**src/rtl/route_table_longest_prefix_unit_macros.svh**
```systemverilog
// Assertion macros for the route table RTL file.
`ifndef ROUTE_TABLE_LONGEST_PREFIX_UNIT_MACROS_SVH
`define ROUTE_TABLE_LONGEST_PREFIX_UNIT_MACROS_SVH
// Implication checked on every rising clock edge outside reset.
`define RT_ASSERT_IMPL(label, clk, rst_n, ante, cons, msg) \
	label: assert property (@(posedge clk) disable iff (!rst_n) (ante) |-> (cons)) \
		else $error(msg);
// Next-cycle implication.
`define RT_ASSERT_NEXT(label, clk, rst_n, ante, cons, msg) \
	label: assert property (@(posedge clk) disable iff (!rst_n) (ante) |=> (cons)) \
		else $error(msg);
`endif

```
**src/rtl/rtlpm_pkg.sv**
```systemverilog
`timescale 1ns / 1ps
package rtlpm_pkg;
	localparam int TableDepth = 32;
	localparam int IdxW = $clog2(TableDepth);
	localparam int CntW = $clog2(TableDepth + 1);
	localparam int InterfaceCount = 16;

	typedef enum logic [2:0] {
		CMD_ADD = 3'd0, CMD_INV_IF = 3'd1, CMD_INV_NET = 3'd2,
		CMD_LOOKUP = 3'd3, CMD_TICK = 3'd4
	} cmd_t;

	typedef enum logic [1:0] {
		ST_OK = 2'd0, ST_NO_ROUTE = 2'd1, ST_FULL = 2'd2, ST_MCAST = 2'd3
	} status_t;

	typedef enum logic [2:0] {
		S_IDLE, S_SCAN, S_WAIT, S_APPEND, S_DONE
	} state_t;

	localparam logic CFG_GARBAGE = 1'b0;
	localparam logic CFG_METRIC = 1'b1;

	typedef struct packed {
		logic [31:0] network;
		logic [5:0] prefix;
		logic [31:0] gateway;
		logic [3:0] ifc;
		logic valid;
		logic [7:0] metric;
		logic [15:0] countdown;
	} entry_t;

	function automatic logic [31:0] mask_of(input logic [5:0] len);
		logic [31:0] m;
		m = (len == 6'd0) ? 32'd0 : (32'hFFFF_FFFF << (6'd32 - len));
		return m;
	endfunction
endpackage

```
**src/rtl/rtlpm_ram.sv**
```systemverilog
`timescale 1ns / 1ps
module rtlpm_ram #(
	parameter int Depth = 32,
	parameter int Width = 8
) (
	input  logic clk,
	input  logic we,
	input  logic [$clog2(Depth)-1:0] waddr,
	input  logic [Width-1:0] wdata,
	input  logic [$clog2(Depth)-1:0] raddr,
	output logic [Width-1:0] rdata
);
	logic [Width-1:0] mem [Depth];

	always_ff @(posedge clk) begin
		if (we) begin
			mem[waddr] <= wdata;
		end
		rdata <= mem[raddr];
	end
endmodule

```
**src/rtl/route_table_longest_prefix_unit.sv**
```systemverilog
`timescale 1ns / 1ps
// Channel   | Direction | Transfer content
// s_axis    | in        | one command with its operands
// m_axis    | out       | one status and route result per command
// cfg       | in        | register index and write data
//
// Every command walks the stored entries once, one read a cycle from the table
// memory, then passes through WAIT (and APPEND for an add) to DONE, where its
// result is loaded once the output is free; IDLE then takes the next command.
// Add and tick compact the table in place as they walk (the write pointer never
// passes the read pointer). Reset clears the fill count and the controller and
// restores the config registers, not the table. A stalled result holds the next
// command in its last step until the output is free; it is taken and walked.
`include "route_table_longest_prefix_unit_macros.svh"
module route_table_longest_prefix_unit (
	input  logic clk,
	input  logic arst_n,
	input  logic s_axis_tvalid,
	output logic s_axis_tready,
	// lsb up: command[2:0], network_address[34:3], prefix_length[40:35],
	// gateway_address[72:41], interface_index[76:73], destination_address[108:77],
	// filter_enable[109], zero fill to 112
	input  logic [111:0] s_axis_tdata,
	output logic m_axis_tvalid,
	input  logic m_axis_tready,
	// lsb up: status[1:0], route_destination[33:2], route_prefix_length[39:34],
	// route_gateway[71:40], route_interface[75:72], route_metric[83:76], zero to 88
	output logic [87:0] m_axis_tdata,
	input  logic cfg_valid,
	output logic cfg_ready,
	input  logic cfg_index,
	input  logic [15:0] cfg_data
);
	localparam int IW = rtlpm_pkg::IdxW;
	localparam int CW = rtlpm_pkg::CntW;
	localparam int EW = $bits(rtlpm_pkg::entry_t);

	rtlpm_pkg::state_t state_q, state_d;
	logic [15:0] garbage_q;
	logic [7:0] metric_cfg_q;
	logic [CW-1:0] used_q, rd_q, wr_q;
	logic [2:0] cmd_q;
	logic [31:0] net_q, gw_q, dst_q;
	logic [5:0] plen_q;
	logic [3:0] ifc_q;
	logic filt_q;
	logic found_q;
	rtlpm_pkg::entry_t best_q;
	logic [5:0] bestlen_q;
	logic rvalid_s1;
	logic [CW-1:0] ridx_s1;
	logic out_valid_q;
	logic [87:0] out_data_q;

	logic ram_we;
	logic [IW-1:0] ram_waddr, ram_raddr;
	rtlpm_pkg::entry_t ram_wdata, ram_rdata;
	logic [EW-1:0] ram_rbits;

	assign ram_rdata = rtlpm_pkg::entry_t'(ram_rbits);

	rtlpm_ram #(.Depth(rtlpm_pkg::TableDepth), .Width(EW)) u_ram (
		.clk(clk), .we(ram_we), .waddr(ram_waddr), .wdata(ram_wdata),
		.raddr(ram_raddr), .rdata(ram_rbits)
	);

	// The output register can take a new result when it is empty or being drained.
	logic accept_in, out_free;
	assign s_axis_tready = (state_q == rtlpm_pkg::S_IDLE);
	assign accept_in = s_axis_tvalid && s_axis_tready;
	assign out_free = !out_valid_q || m_axis_tready;
	assign cfg_ready = 1'b1;
	assign m_axis_tvalid = out_valid_q;
	assign m_axis_tdata = out_data_q;

	// Per-entry processing of the entry read in the previous cycle.
	rtlpm_pkg::entry_t e, e_mod;
	logic keep, inv_hit, match;
	logic [5:0] elen;
	logic [31:0] emask, nmask;
	logic [15:0] gdelay;

	always_comb begin
		e = ram_rdata;
		e_mod = e;
		keep = 1'b1;
		inv_hit = 1'b0;
		elen = (e.prefix > 6'd32) ? 6'd32 : e.prefix;
		emask = rtlpm_pkg::mask_of(elen);
		nmask = rtlpm_pkg::mask_of(plen_q);
		gdelay = (garbage_q == 16'd0) ? 16'd1 : garbage_q;
		match = e.valid && ((dst_q & emask) == (e.network & emask))
			&& (!filt_q || e.ifc == ifc_q) && (!found_q || elen >= bestlen_q);
		case (rtlpm_pkg::cmd_t'(cmd_q))
			rtlpm_pkg::CMD_ADD: keep = (e.network != net_q);
			rtlpm_pkg::CMD_INV_IF: inv_hit = (e.ifc == ifc_q);
			rtlpm_pkg::CMD_INV_NET: inv_hit = (e.ifc == ifc_q) && (e.prefix < 6'd32)
				&& (e.prefix == plen_q) && (e.network == (net_q & nmask));
			rtlpm_pkg::CMD_TICK: begin
				if (!e.valid) begin
					if (e.countdown <= 16'd1) begin
						keep = 1'b0;
					end else begin
						e_mod.countdown = e.countdown - 16'd1;
					end
				end
			end
			default: ;
		endcase
		if (inv_hit) begin
			e_mod.valid = 1'b0;
			e_mod.metric = metric_cfg_q;
			e_mod.countdown = gdelay;
		end
	end

	logic is_write_cmd, is_lookup, mcast, ifc_ok;
	assign is_lookup = (cmd_q == rtlpm_pkg::CMD_LOOKUP);
	assign is_write_cmd = (cmd_q <= rtlpm_pkg::CMD_INV_NET) || (cmd_q == rtlpm_pkg::CMD_TICK);
	assign mcast = (dst_q[31:8] == 24'hE00000);
	assign ifc_ok = (32'(ifc_q) < rtlpm_pkg::InterfaceCount);

	always_comb begin
		ram_raddr = rd_q[IW-1:0];
		ram_we = 1'b0;
		ram_waddr = wr_q[IW-1:0];
		ram_wdata = e_mod;
		if (state_q == rtlpm_pkg::S_SCAN || state_q == rtlpm_pkg::S_WAIT) begin
			ram_we = rvalid_s1 && is_write_cmd && keep;
		end else if (state_q == rtlpm_pkg::S_APPEND) begin
			ram_we = (wr_q < CW'(rtlpm_pkg::TableDepth));
			ram_wdata = '{network: net_q, prefix: plen_q, gateway: gw_q, ifc: ifc_q,
				valid: 1'b1, metric: 8'd1, countdown: 16'd0};
		end
	end

	// Next state.
	always_comb begin
		state_d = state_q;
		unique case (state_q)
			rtlpm_pkg::S_IDLE: if (accept_in) state_d = rtlpm_pkg::S_SCAN;
			rtlpm_pkg::S_SCAN: if (rd_q >= used_q) state_d = rtlpm_pkg::S_WAIT;
			rtlpm_pkg::S_WAIT:
				state_d = (cmd_q == rtlpm_pkg::CMD_ADD && ifc_ok)
					? rtlpm_pkg::S_APPEND : rtlpm_pkg::S_DONE;
			rtlpm_pkg::S_APPEND: state_d = rtlpm_pkg::S_DONE;
			rtlpm_pkg::S_DONE: if (out_free) state_d = rtlpm_pkg::S_IDLE;
			default: state_d = rtlpm_pkg::S_IDLE;
		endcase
	end

	logic [87:0] result;
	always_comb begin
		result = '0;
		if (is_lookup) begin
			if (mcast) begin
				if (filt_q && ifc_ok) begin
					result = {4'd0, 8'd0, ifc_q, 32'd0, 6'd32, dst_q, rtlpm_pkg::ST_OK};
				end else begin
					result[1:0] = rtlpm_pkg::ST_MCAST;
				end
			end else if (!found_q) begin
				result[1:0] = rtlpm_pkg::ST_NO_ROUTE;
			end else begin
				result = {4'd0, best_q.metric, best_q.ifc, best_q.gateway, bestlen_q,
					best_q.network, rtlpm_pkg::ST_OK};
			end
		end else if (cmd_q == rtlpm_pkg::CMD_ADD && ifc_ok
			&& wr_q >= CW'(rtlpm_pkg::TableDepth)) begin
			result[1:0] = rtlpm_pkg::ST_FULL;
		end
	end

	always_ff @(posedge clk or negedge arst_n) begin
		if (!arst_n) begin
			state_q <= rtlpm_pkg::S_IDLE;
			used_q <= '0;
			rd_q <= '0;
			wr_q <= '0;
			rvalid_s1 <= 1'b0;
			found_q <= 1'b0;
			out_valid_q <= 1'b0;
			garbage_q <= 16'd120;
			metric_cfg_q <= 8'd16;
		end else begin
			state_q <= state_d;
			if (cfg_valid && cfg_ready) begin
				if (cfg_index == rtlpm_pkg::CFG_GARBAGE) garbage_q <= cfg_data;
				else metric_cfg_q <= cfg_data[7:0];
			end
			rvalid_s1 <= (state_q == rtlpm_pkg::S_SCAN) && (rd_q < used_q);
			ridx_s1 <= rd_q;
			if (state_q == rtlpm_pkg::S_SCAN && rd_q < used_q) rd_q <= rd_q + 1'b1;
			if (accept_in) begin
				rd_q <= '0;
				wr_q <= '0;
				found_q <= 1'b0;
			end
			if (rvalid_s1) begin
				if (is_write_cmd && keep) wr_q <= wr_q + 1'b1;
				if (is_lookup && match) begin
					found_q <= 1'b1;
					best_q <= e;
					bestlen_q <= elen;
				end
			end
			if (state_q == rtlpm_pkg::S_WAIT && is_write_cmd) used_q <= wr_q;
			if (state_q == rtlpm_pkg::S_APPEND && wr_q < CW'(rtlpm_pkg::TableDepth))
				used_q <= wr_q + 1'b1;
			if (state_q == rtlpm_pkg::S_DONE && out_free) begin
				out_valid_q <= 1'b1;
				out_data_q <= result;
			end else if (m_axis_tvalid && m_axis_tready) begin
				out_valid_q <= 1'b0;
			end
		end
	end

	always_ff @(posedge clk) begin
		if (accept_in) begin
			cmd_q <= s_axis_tdata[2:0];
			net_q <= s_axis_tdata[34:3];
			plen_q <= (s_axis_tdata[40:35] > 6'd32) ? 6'd32 : s_axis_tdata[40:35];
			gw_q <= s_axis_tdata[72:41];
			ifc_q <= s_axis_tdata[76:73];
			dst_q <= s_axis_tdata[108:77];
			filt_q <= s_axis_tdata[109];
		end
	end

	`RT_ASSERT_IMPL(a_used_bound, clk, arst_n, 1'b1,
		used_q <= CW'(rtlpm_pkg::TableDepth), "fill count beyond depth")
	`RT_ASSERT_IMPL(a_wr_behind_rd, clk, arst_n, ram_we && state_q == rtlpm_pkg::S_SCAN,
		wr_q <= ridx_s1, "compaction write passed read")
	`RT_ASSERT_NEXT(a_done_out, clk, arst_n, state_q == rtlpm_pkg::S_DONE,
		out_valid_q, "result not loaded")
endmodule

```
**config.mk**
```make
export PLATFORM = sky130hd
export DESIGN_NAME = route_table_longest_prefix_unit
export DESIGN_NICKNAME = d
export VERILOG_FILES = /design/src/rtl/rtlpm_pkg.sv /design/src/rtl/rtlpm_ram.sv /design/src/rtl/route_table_longest_prefix_unit.sv
export VERILOG_INCLUDE_DIRS = /design/src /design/src/rtl
export SDC_FILE = /design/constraint.sdc
export NUM_CORES = 2
export LEC_CHECK = 0
export ABC_AREA = 1
export ABC_CLOCK_PERIOD_IN_PS = 22100
export BUFFER_PORTS_ARGS = -buffer_cell sky130_fd_sc_hd__clkbuf_2
export CAP_MARGIN = 20
export CORE_AREA = 2 2 636 638
export DETAILED_ROUTE_END_ITERATION = 12
export DIE_AREA = 0 0 638 640
export PLACE_DENSITY_LB_ADDON = 0.12
export SYNTH_ARGS = -nofsm -noshare
export SYNTH_HDL_FRONTEND = slang
export SYNTH_SLANG_ARGS = --single-unit
```
**constraint.sdc**
```tcl
create_clock -name clk -period 22.1 [get_ports clk]
set_clock_uncertainty 0.2 [all_clocks]
set_input_delay 4.42 -clock clk [delete_from_list [all_inputs] [get_ports clk]]
set_output_delay 4.42 -clock clk [all_outputs]
set_load 0.01 [all_outputs]
```
## Word level (Yosys, flattened, before mapping)

Memory sizes are Yosys's and may differ from the RTL's. A register that Yosys moved wholly into a read port is not among the register bits.
Index checks and enable logic that the tools add are counted.

| operators by class | value |
|---|---|
| shifts and indexed selects | 2 |
| divide/modulo/power cells | 0 |
| bitwise gates (word level) | 4 |
| mux-type cells | 42 |
| $lt $le $gt $ge | 10 |
| reduce and logical (&&, ||, !) cells | 38 |
| $mul | 0 |
| eq/ne operators | 17 |
| $add $sub $neg | 5 |

Operators by type and width:

| kind | number |
|---|---|
| $mux W99 | 2 |
| $and A32 B32 Y32 | 3 |
| $mux W88 | 1 |
| $mux W82 | 1 |
| $mux W74 | 1 |
| $eq A32 B32 Y1 | 2 |
| $mux W16 | 4 |
| $mux W32 | 2 |
| $shl A32 B6 Y32 const A | 2 |
| $mux W6 | 8 |
| $ne A32 B32 Y1 | 1 |
| $mux W25 | 1 |
| $eq A24 B24 Y1 const B | 1 |
| $logic_and A1 B1 Y1 | 17 |
| $le A16 B1 Y1 const B | 1 |
| $logic_not A16 Y1 | 1 |
| $sub A16 B1 Y16 const B | 1 |
| $pmux W3 S5 | 1 |
| $add A6 B1 Y6 const B | 2 |
| $eq A3 B2 Y1 const B | 4 |
| $ge A6 B6 Y1 | 2 |
| $gt A6 B6 Y1 const B | 2 |
| $logic_not A6 Y1 | 2 |
| $lt A6 B6 Y1 const B | 2 |
| 21 further kinds | 54 |

| storage, ports and cells | value |
|---|---|
| bits in writable memories | 3168 |
| bits in read-only memories | 0 |
| memories kept | 1 |
| register bits | 328 |
| input port bits | 134 |
| output and inout port bits | 91 |
| latch bits | 0 |

Memories:

| memory | words | width | read ports | clocked after Yosys merged registers in | write ports | RTL line | RTL |
|---|---|---|---|---|---|---|---|
| u_ram.mem | 32 | 99 | 1 | 1 | 1 | rtlpm_ram.sv:13 | `logic [Width-1:0] mem [Depth];` |

## Depth between registers and ports, before layout

| logic depth | value |
|---|---|
| depth after elaboration | 13 |
| gate-level depth with buffers | 22 |
| depth with buffers taken out | 21 |

## By module

A second synthesis with hierarchy kept.

| second synthesis, totals | value |
|---|---|
| cell total of the unflattened synthesis | 12173 |
| area total of the unflattened synthesis | 144382.2 um2 |

Modules (own cells, without submodules):

| module | cells each | seq. area each (um2) | area an instance (um2) | instances |
|---|---|---|---|---|
| rtlpm_ram | 10436 | 97113.1 | 128325.6 | 1 |
| route_table_longest_prefix_unit | 1737 | 9495.4 | 16056.6 | 1 |

## Worst setup path after synthesis

No wires, ideal clock.

| timing path | value |
|---|---|
| kind | input-to-reg |
| from | in arst_n |
| to | reg out_data_q[0] (netlist: m_axis_tdata[0]), enable pin |
| arrival time | 10.153 ns |
| path slack | 11.118 ns |
| required time | 21.271 ns |
| cell stages on the path | 2 |
| setup time | 0.629 ns |
| path through | inv_1 -> nor3_1 |

| on the way | value |
|---|---|
| longest elaborated chain between the ends | 1 |

Ends and longest elaborated chain:

| item | RTL line | RTL |
|---|---|---|
| from (decl) | route_table_longest_prefix_unit.sv:17 | `input logic arst_n,` |
| $reduce_and A2 Y1 (no line) | -- |  |
| to (signal assigned) | route_table_longest_prefix_unit.sv:212 | `out_data_q <= result;` |
| to (decl) | route_table_longest_prefix_unit.sv:53 | `logic [87:0] out_data_q;` |

Every way passes these cells.
A chain may end at the register's enable or synchronous reset.

## Worst setup path in the final report

| timing path | value |
|---|---|
| from | reg state_q[0] |
| to | out s_axis_tready |

| on the way | value |
|---|---|
| longest elaborated chain between the ends | 1 |

Ends and longest elaborated chain:

| item | RTL line | RTL |
|---|---|---|
| from (decl) | route_table_longest_prefix_unit.sv:38 | `rtlpm_pkg::state_t state_q, state_d;` |
| from (signal assigned) | route_table_longest_prefix_unit.sv:176 | `state_q <= rtlpm_pkg::S_IDLE;` |
| from (signal assigned) | route_table_longest_prefix_unit.sv:186 | `state_q <= state_d;` |
| $logic_not A3 Y1 | route_table_longest_prefix_unit.sv:69 | `assign s_axis_tready = (state_q == rtlpm_pkg::S_IDLE);` |
| to (decl) | route_table_longest_prefix_unit.sv:19 | `output logic s_axis_tready,` |

Every way passes these cells.

==> results.py <==
metrics = {
    "synth": {
        "synth_edf_count": 3444,
        "synth_area_sq_mm": 0.140,
        "async_flop_share": 0.0134,
        "synth_cells": 10550,
        "seq_area_frac_synth": 0.763,
        "synth-main-ff-cell": "edfxtp_1",
        "avgSynthCellArea_sq_um": 13.3,
        "postSynthRegisterBits": 3591,
        "synth_area_leaders": "edfxtp_1 74%, o21ai_0 6.3%, nor2_1 5.3%, o22ai_1 2.5%, nand2_1 1.8%",
        "yosys.area.top_type": "edfxtp_1",
        "ys_types": 50,
        "ys_warn_count": 0,
        "synth_top_area_frac": 0.740,
    },
    "global_routing": {
        "grt_use_total": 0.223,
        "grt_first_pass_wirelength_mm": 657,
        "antenna_found_initial": 21,
        "overflow": 0,
        "grt_max_degree": 205,
        "grt_pass1_vias": 87638,
    },
    "detailed_routing": {
        "wl_mm": 469,
        "drc": 0,
        "vias": 90250,
        "dr.pass1.iters": 6,
        "wl_per_cell_microns": 28.7,
        "routed_via_density": 5.53,
        "final_antenna_net_count": 0,
        "drt_iter0_markers": 9102,
    },
    "sta": {
        "period_share": 0.312,
        "worst_pin_slew_ns": 1.24,
        "rsz0062_at_grt": "false",
        "hold_ws_ns": 0.207,
        "worst_slack_ns": 15.20,
        "report.final.setup_viol": 0,
        "slew_viol_final": 0,
        "finalHoldViolCount": 0,
        "finalCriticalPeriod_ns": 6.90,
        "fmax_mhz": 145,
        "slew_headroom": 0.170,
        "tns_ns": 0,
    },
    "cts": {
        "clkLatencyLatePin_ns": 0.98,
        "cts_hold_buf": 0,
        "clockRootBuffer": "clkbuf_16",
        "numCtsBuffers": 397,
        "htreeDepth": 5,
        "cts_tree": "done",
        "cts.repair.resized": 0,
        "clockBufferDepth": 4,
        "cts_setup_buffers": 0,
        "clkTransAtPathRegs_ns": 0.06,
        "clkSinkCount": 3591,
    },
    "die": {
        "die_w_microns": 638,
        "die_area_sq_mm": 0.408,
        "die_height_microns": 640,
        "rows": 233,
        "start_util": 0.348,
        "core_sq_mm": 0.401,
        "io_pins": 225,
    },
    "worst_setup_path": {
        "critical_path_class": "flip-flop to primary output",
        "crit_fanout": 5,
        "rr_worst_depth": 14,
        "critical_path_arrival_ns": 2.28,
        "start_kind": "flip-flop",
        "critPathRequiredTime_ns": 17.48,
        "cp-end-kind": "primary output",
    },
    "finish": {
        "regArea_sq_mm": 0.107,
        "drive_gt1_frac": 0.106,
        "multi_input_area_sq_mm": 0.0299,
        "fin_area_sq_mm": 0.161,
        "stdcell_count": 16334,
        "nNetsFinal": 10861,
        "fillers": 37222,
        "areaGrowthSynthToFinish_pct": 15.0,
    },
    "job": {
        "max-cap-violations": 0,
    },
    "place": {
        "dp.cells": 15572,
        "pre_cts_slack_ns": 14.95,
        "placed_cell_area_sq_mm": 0.147,
        "port_buffers": 217,
        "hpwl_mm": 229,
        "place.gp.congestion": 0.849,
    },
    "worst_hold_path": {
        "min_delay_path_depth": 0,
        "hold_path.class": "flip-flop to flip-flop",
    },
    "pwr": {
        "power_density_mw_per_mm2": 135,
        "peakVddDrop_mv": 0.120,
        "leakagePower_uw": 0.0523,
    },
    "run_status": {
        "outcome": "completed",
    },
}
==> cell usage after synthesis, types with 3 or more instances <==
cell	number
a211oi_1	13
a21boi_0	9
a21oi_1	88
a221oi_1	31
a31oi_1	44
a32oi_1	24
a41oi_1	7
buf_1	27
buf_2	20
buf_4	6
buf_6	6
clkbuf_1	646
dfrtp_1	43
dfstp_2	5
dfxtp_1	99
edfxtp_1	3444
ha_1	26
inv_1	262
inv_2	6
nand2_1	677
nand2_2	5
nand3_1	221
nand3b_1	3
nand4_1	64
nor2_1	1965
nor2_2	6
nor3_1	57
nor3b_1	3
nor4_1	12
o211ai_1	63
o21a_1	3
o21ai_0	1769
o221ai_1	245
o22ai_1	551
or2_2	14
xnor2_1	27
xor2_1	41
==> flip-flops by register name, summed over array words and instances (netlist names), 8 cells and up <==
| signal | count |
|---|---|
| u_ram.mem | 3168 |
| u_ram.rdata | 99 |
| m_axis_tdata | 84 |
| best_q | 76 |
| dst_q | 32 |
| gw_q | 32 |
| net_q | 32 |
| garbage_q | 16 |
| metric_cfg_q | 8 |
==> report_power, final <==
part           total [uW]  internal (uW)  switching (uW)
Combinational        5900           1490            4420
Sequential           9210           8910             301
Clock                6650           3900            2760
Total               21800          14300            7470
==> cells by family (layout without fill, tap and decap cells) <==
group / count (synthesis) / in the layout / share of synthesized area
DFF: 3591 / 3591 / 0.763
and+or+nand+nor: 3037 / 3037 / 0.0865
AOI/OAI and AO/OA: 2849 / 2849 / 0.117
buffers and inverters: 977 / 1465 / 0.0272
xor gates and xnor gates: 68 / 68 / 0.00426
adders and majority gates: 26 / 26 / 0.00233
other: 2 / 11 / 0.0000537
==> final timing paths <==
kind                                  from                 to  slack, ns
hold / removal             u_ram.rdata[46]         best_q[46]       0.21
max in group asynchronous           arst_n            rd_q[0]      17.58
setup reg to reg            u_ram.rdata[0]  u_ram.mem[27][19]      16.34
setup / recovery                state_q[0]      s_axis_tready      15.20
hold reg to reg            u_ram.rdata[46]         best_q[46]       0.21
min in group asynchronous           arst_n      m_axis_tvalid       3.48
==> area by class of cell <==
cell class,instances,area share
Clock buffer,542,0.0678
Multi-Input combinational cell,5985,0.186
Sequential cell,3591,0.663
Clock inverter,197,0.0138
Tap cell,5287,0.0411
Antenna cell,6,0.0000934
Timing Repair Buffer,458,0.0218
Inverter,268,0.00660
==> cell usage in the layout (no fill, tap or decap), types with 39 or more instances in the layout <==
cell and instances:
edfxtp_1 3444, nor2_1 1920, o21ai_0 1731, nand2_1 676
o22ai_1 551, clkbuf_16 402, inv_1 257, o221ai_1 245
nand3_1 221, clkbuf_2 216, buf_4 190, clkbuf_1 108
dfxtp_1 99, a21oi_1 88, nand4_1 64, o211ai_1 63
nor3_1 56, clkinv_2 56, clkinv_1 56, a31oi_1 43
xor2_1 41, dfrtp_1 39
==> critical path, stage by stage (launching register included) <==
cell and delay, ns:
dfrtp_1 0.42, nor3_1 0.55, clkbuf_2 0.35
==> metrics by stage <==
stage | total power, uW | utilization
after floorplan | 12900 | -
after global placement | 15000 | 0.367
after detailed placement | 15200 | 0.367
after CTS | 21900 | 0.400
after global routing | 22800 | 0.401
final | 21800 | 0.401
==> per-layer routing <==
metal	global-route usage	vias up	routed length [microns]
li1	-	39582	-
met1	0.312	46888	207000
met2	0.371	3186	224000
met3	0.0274	594	27600
met4	0.0500	0	10100
met5	0	-	0
Power figures use the tool's default switching activity.
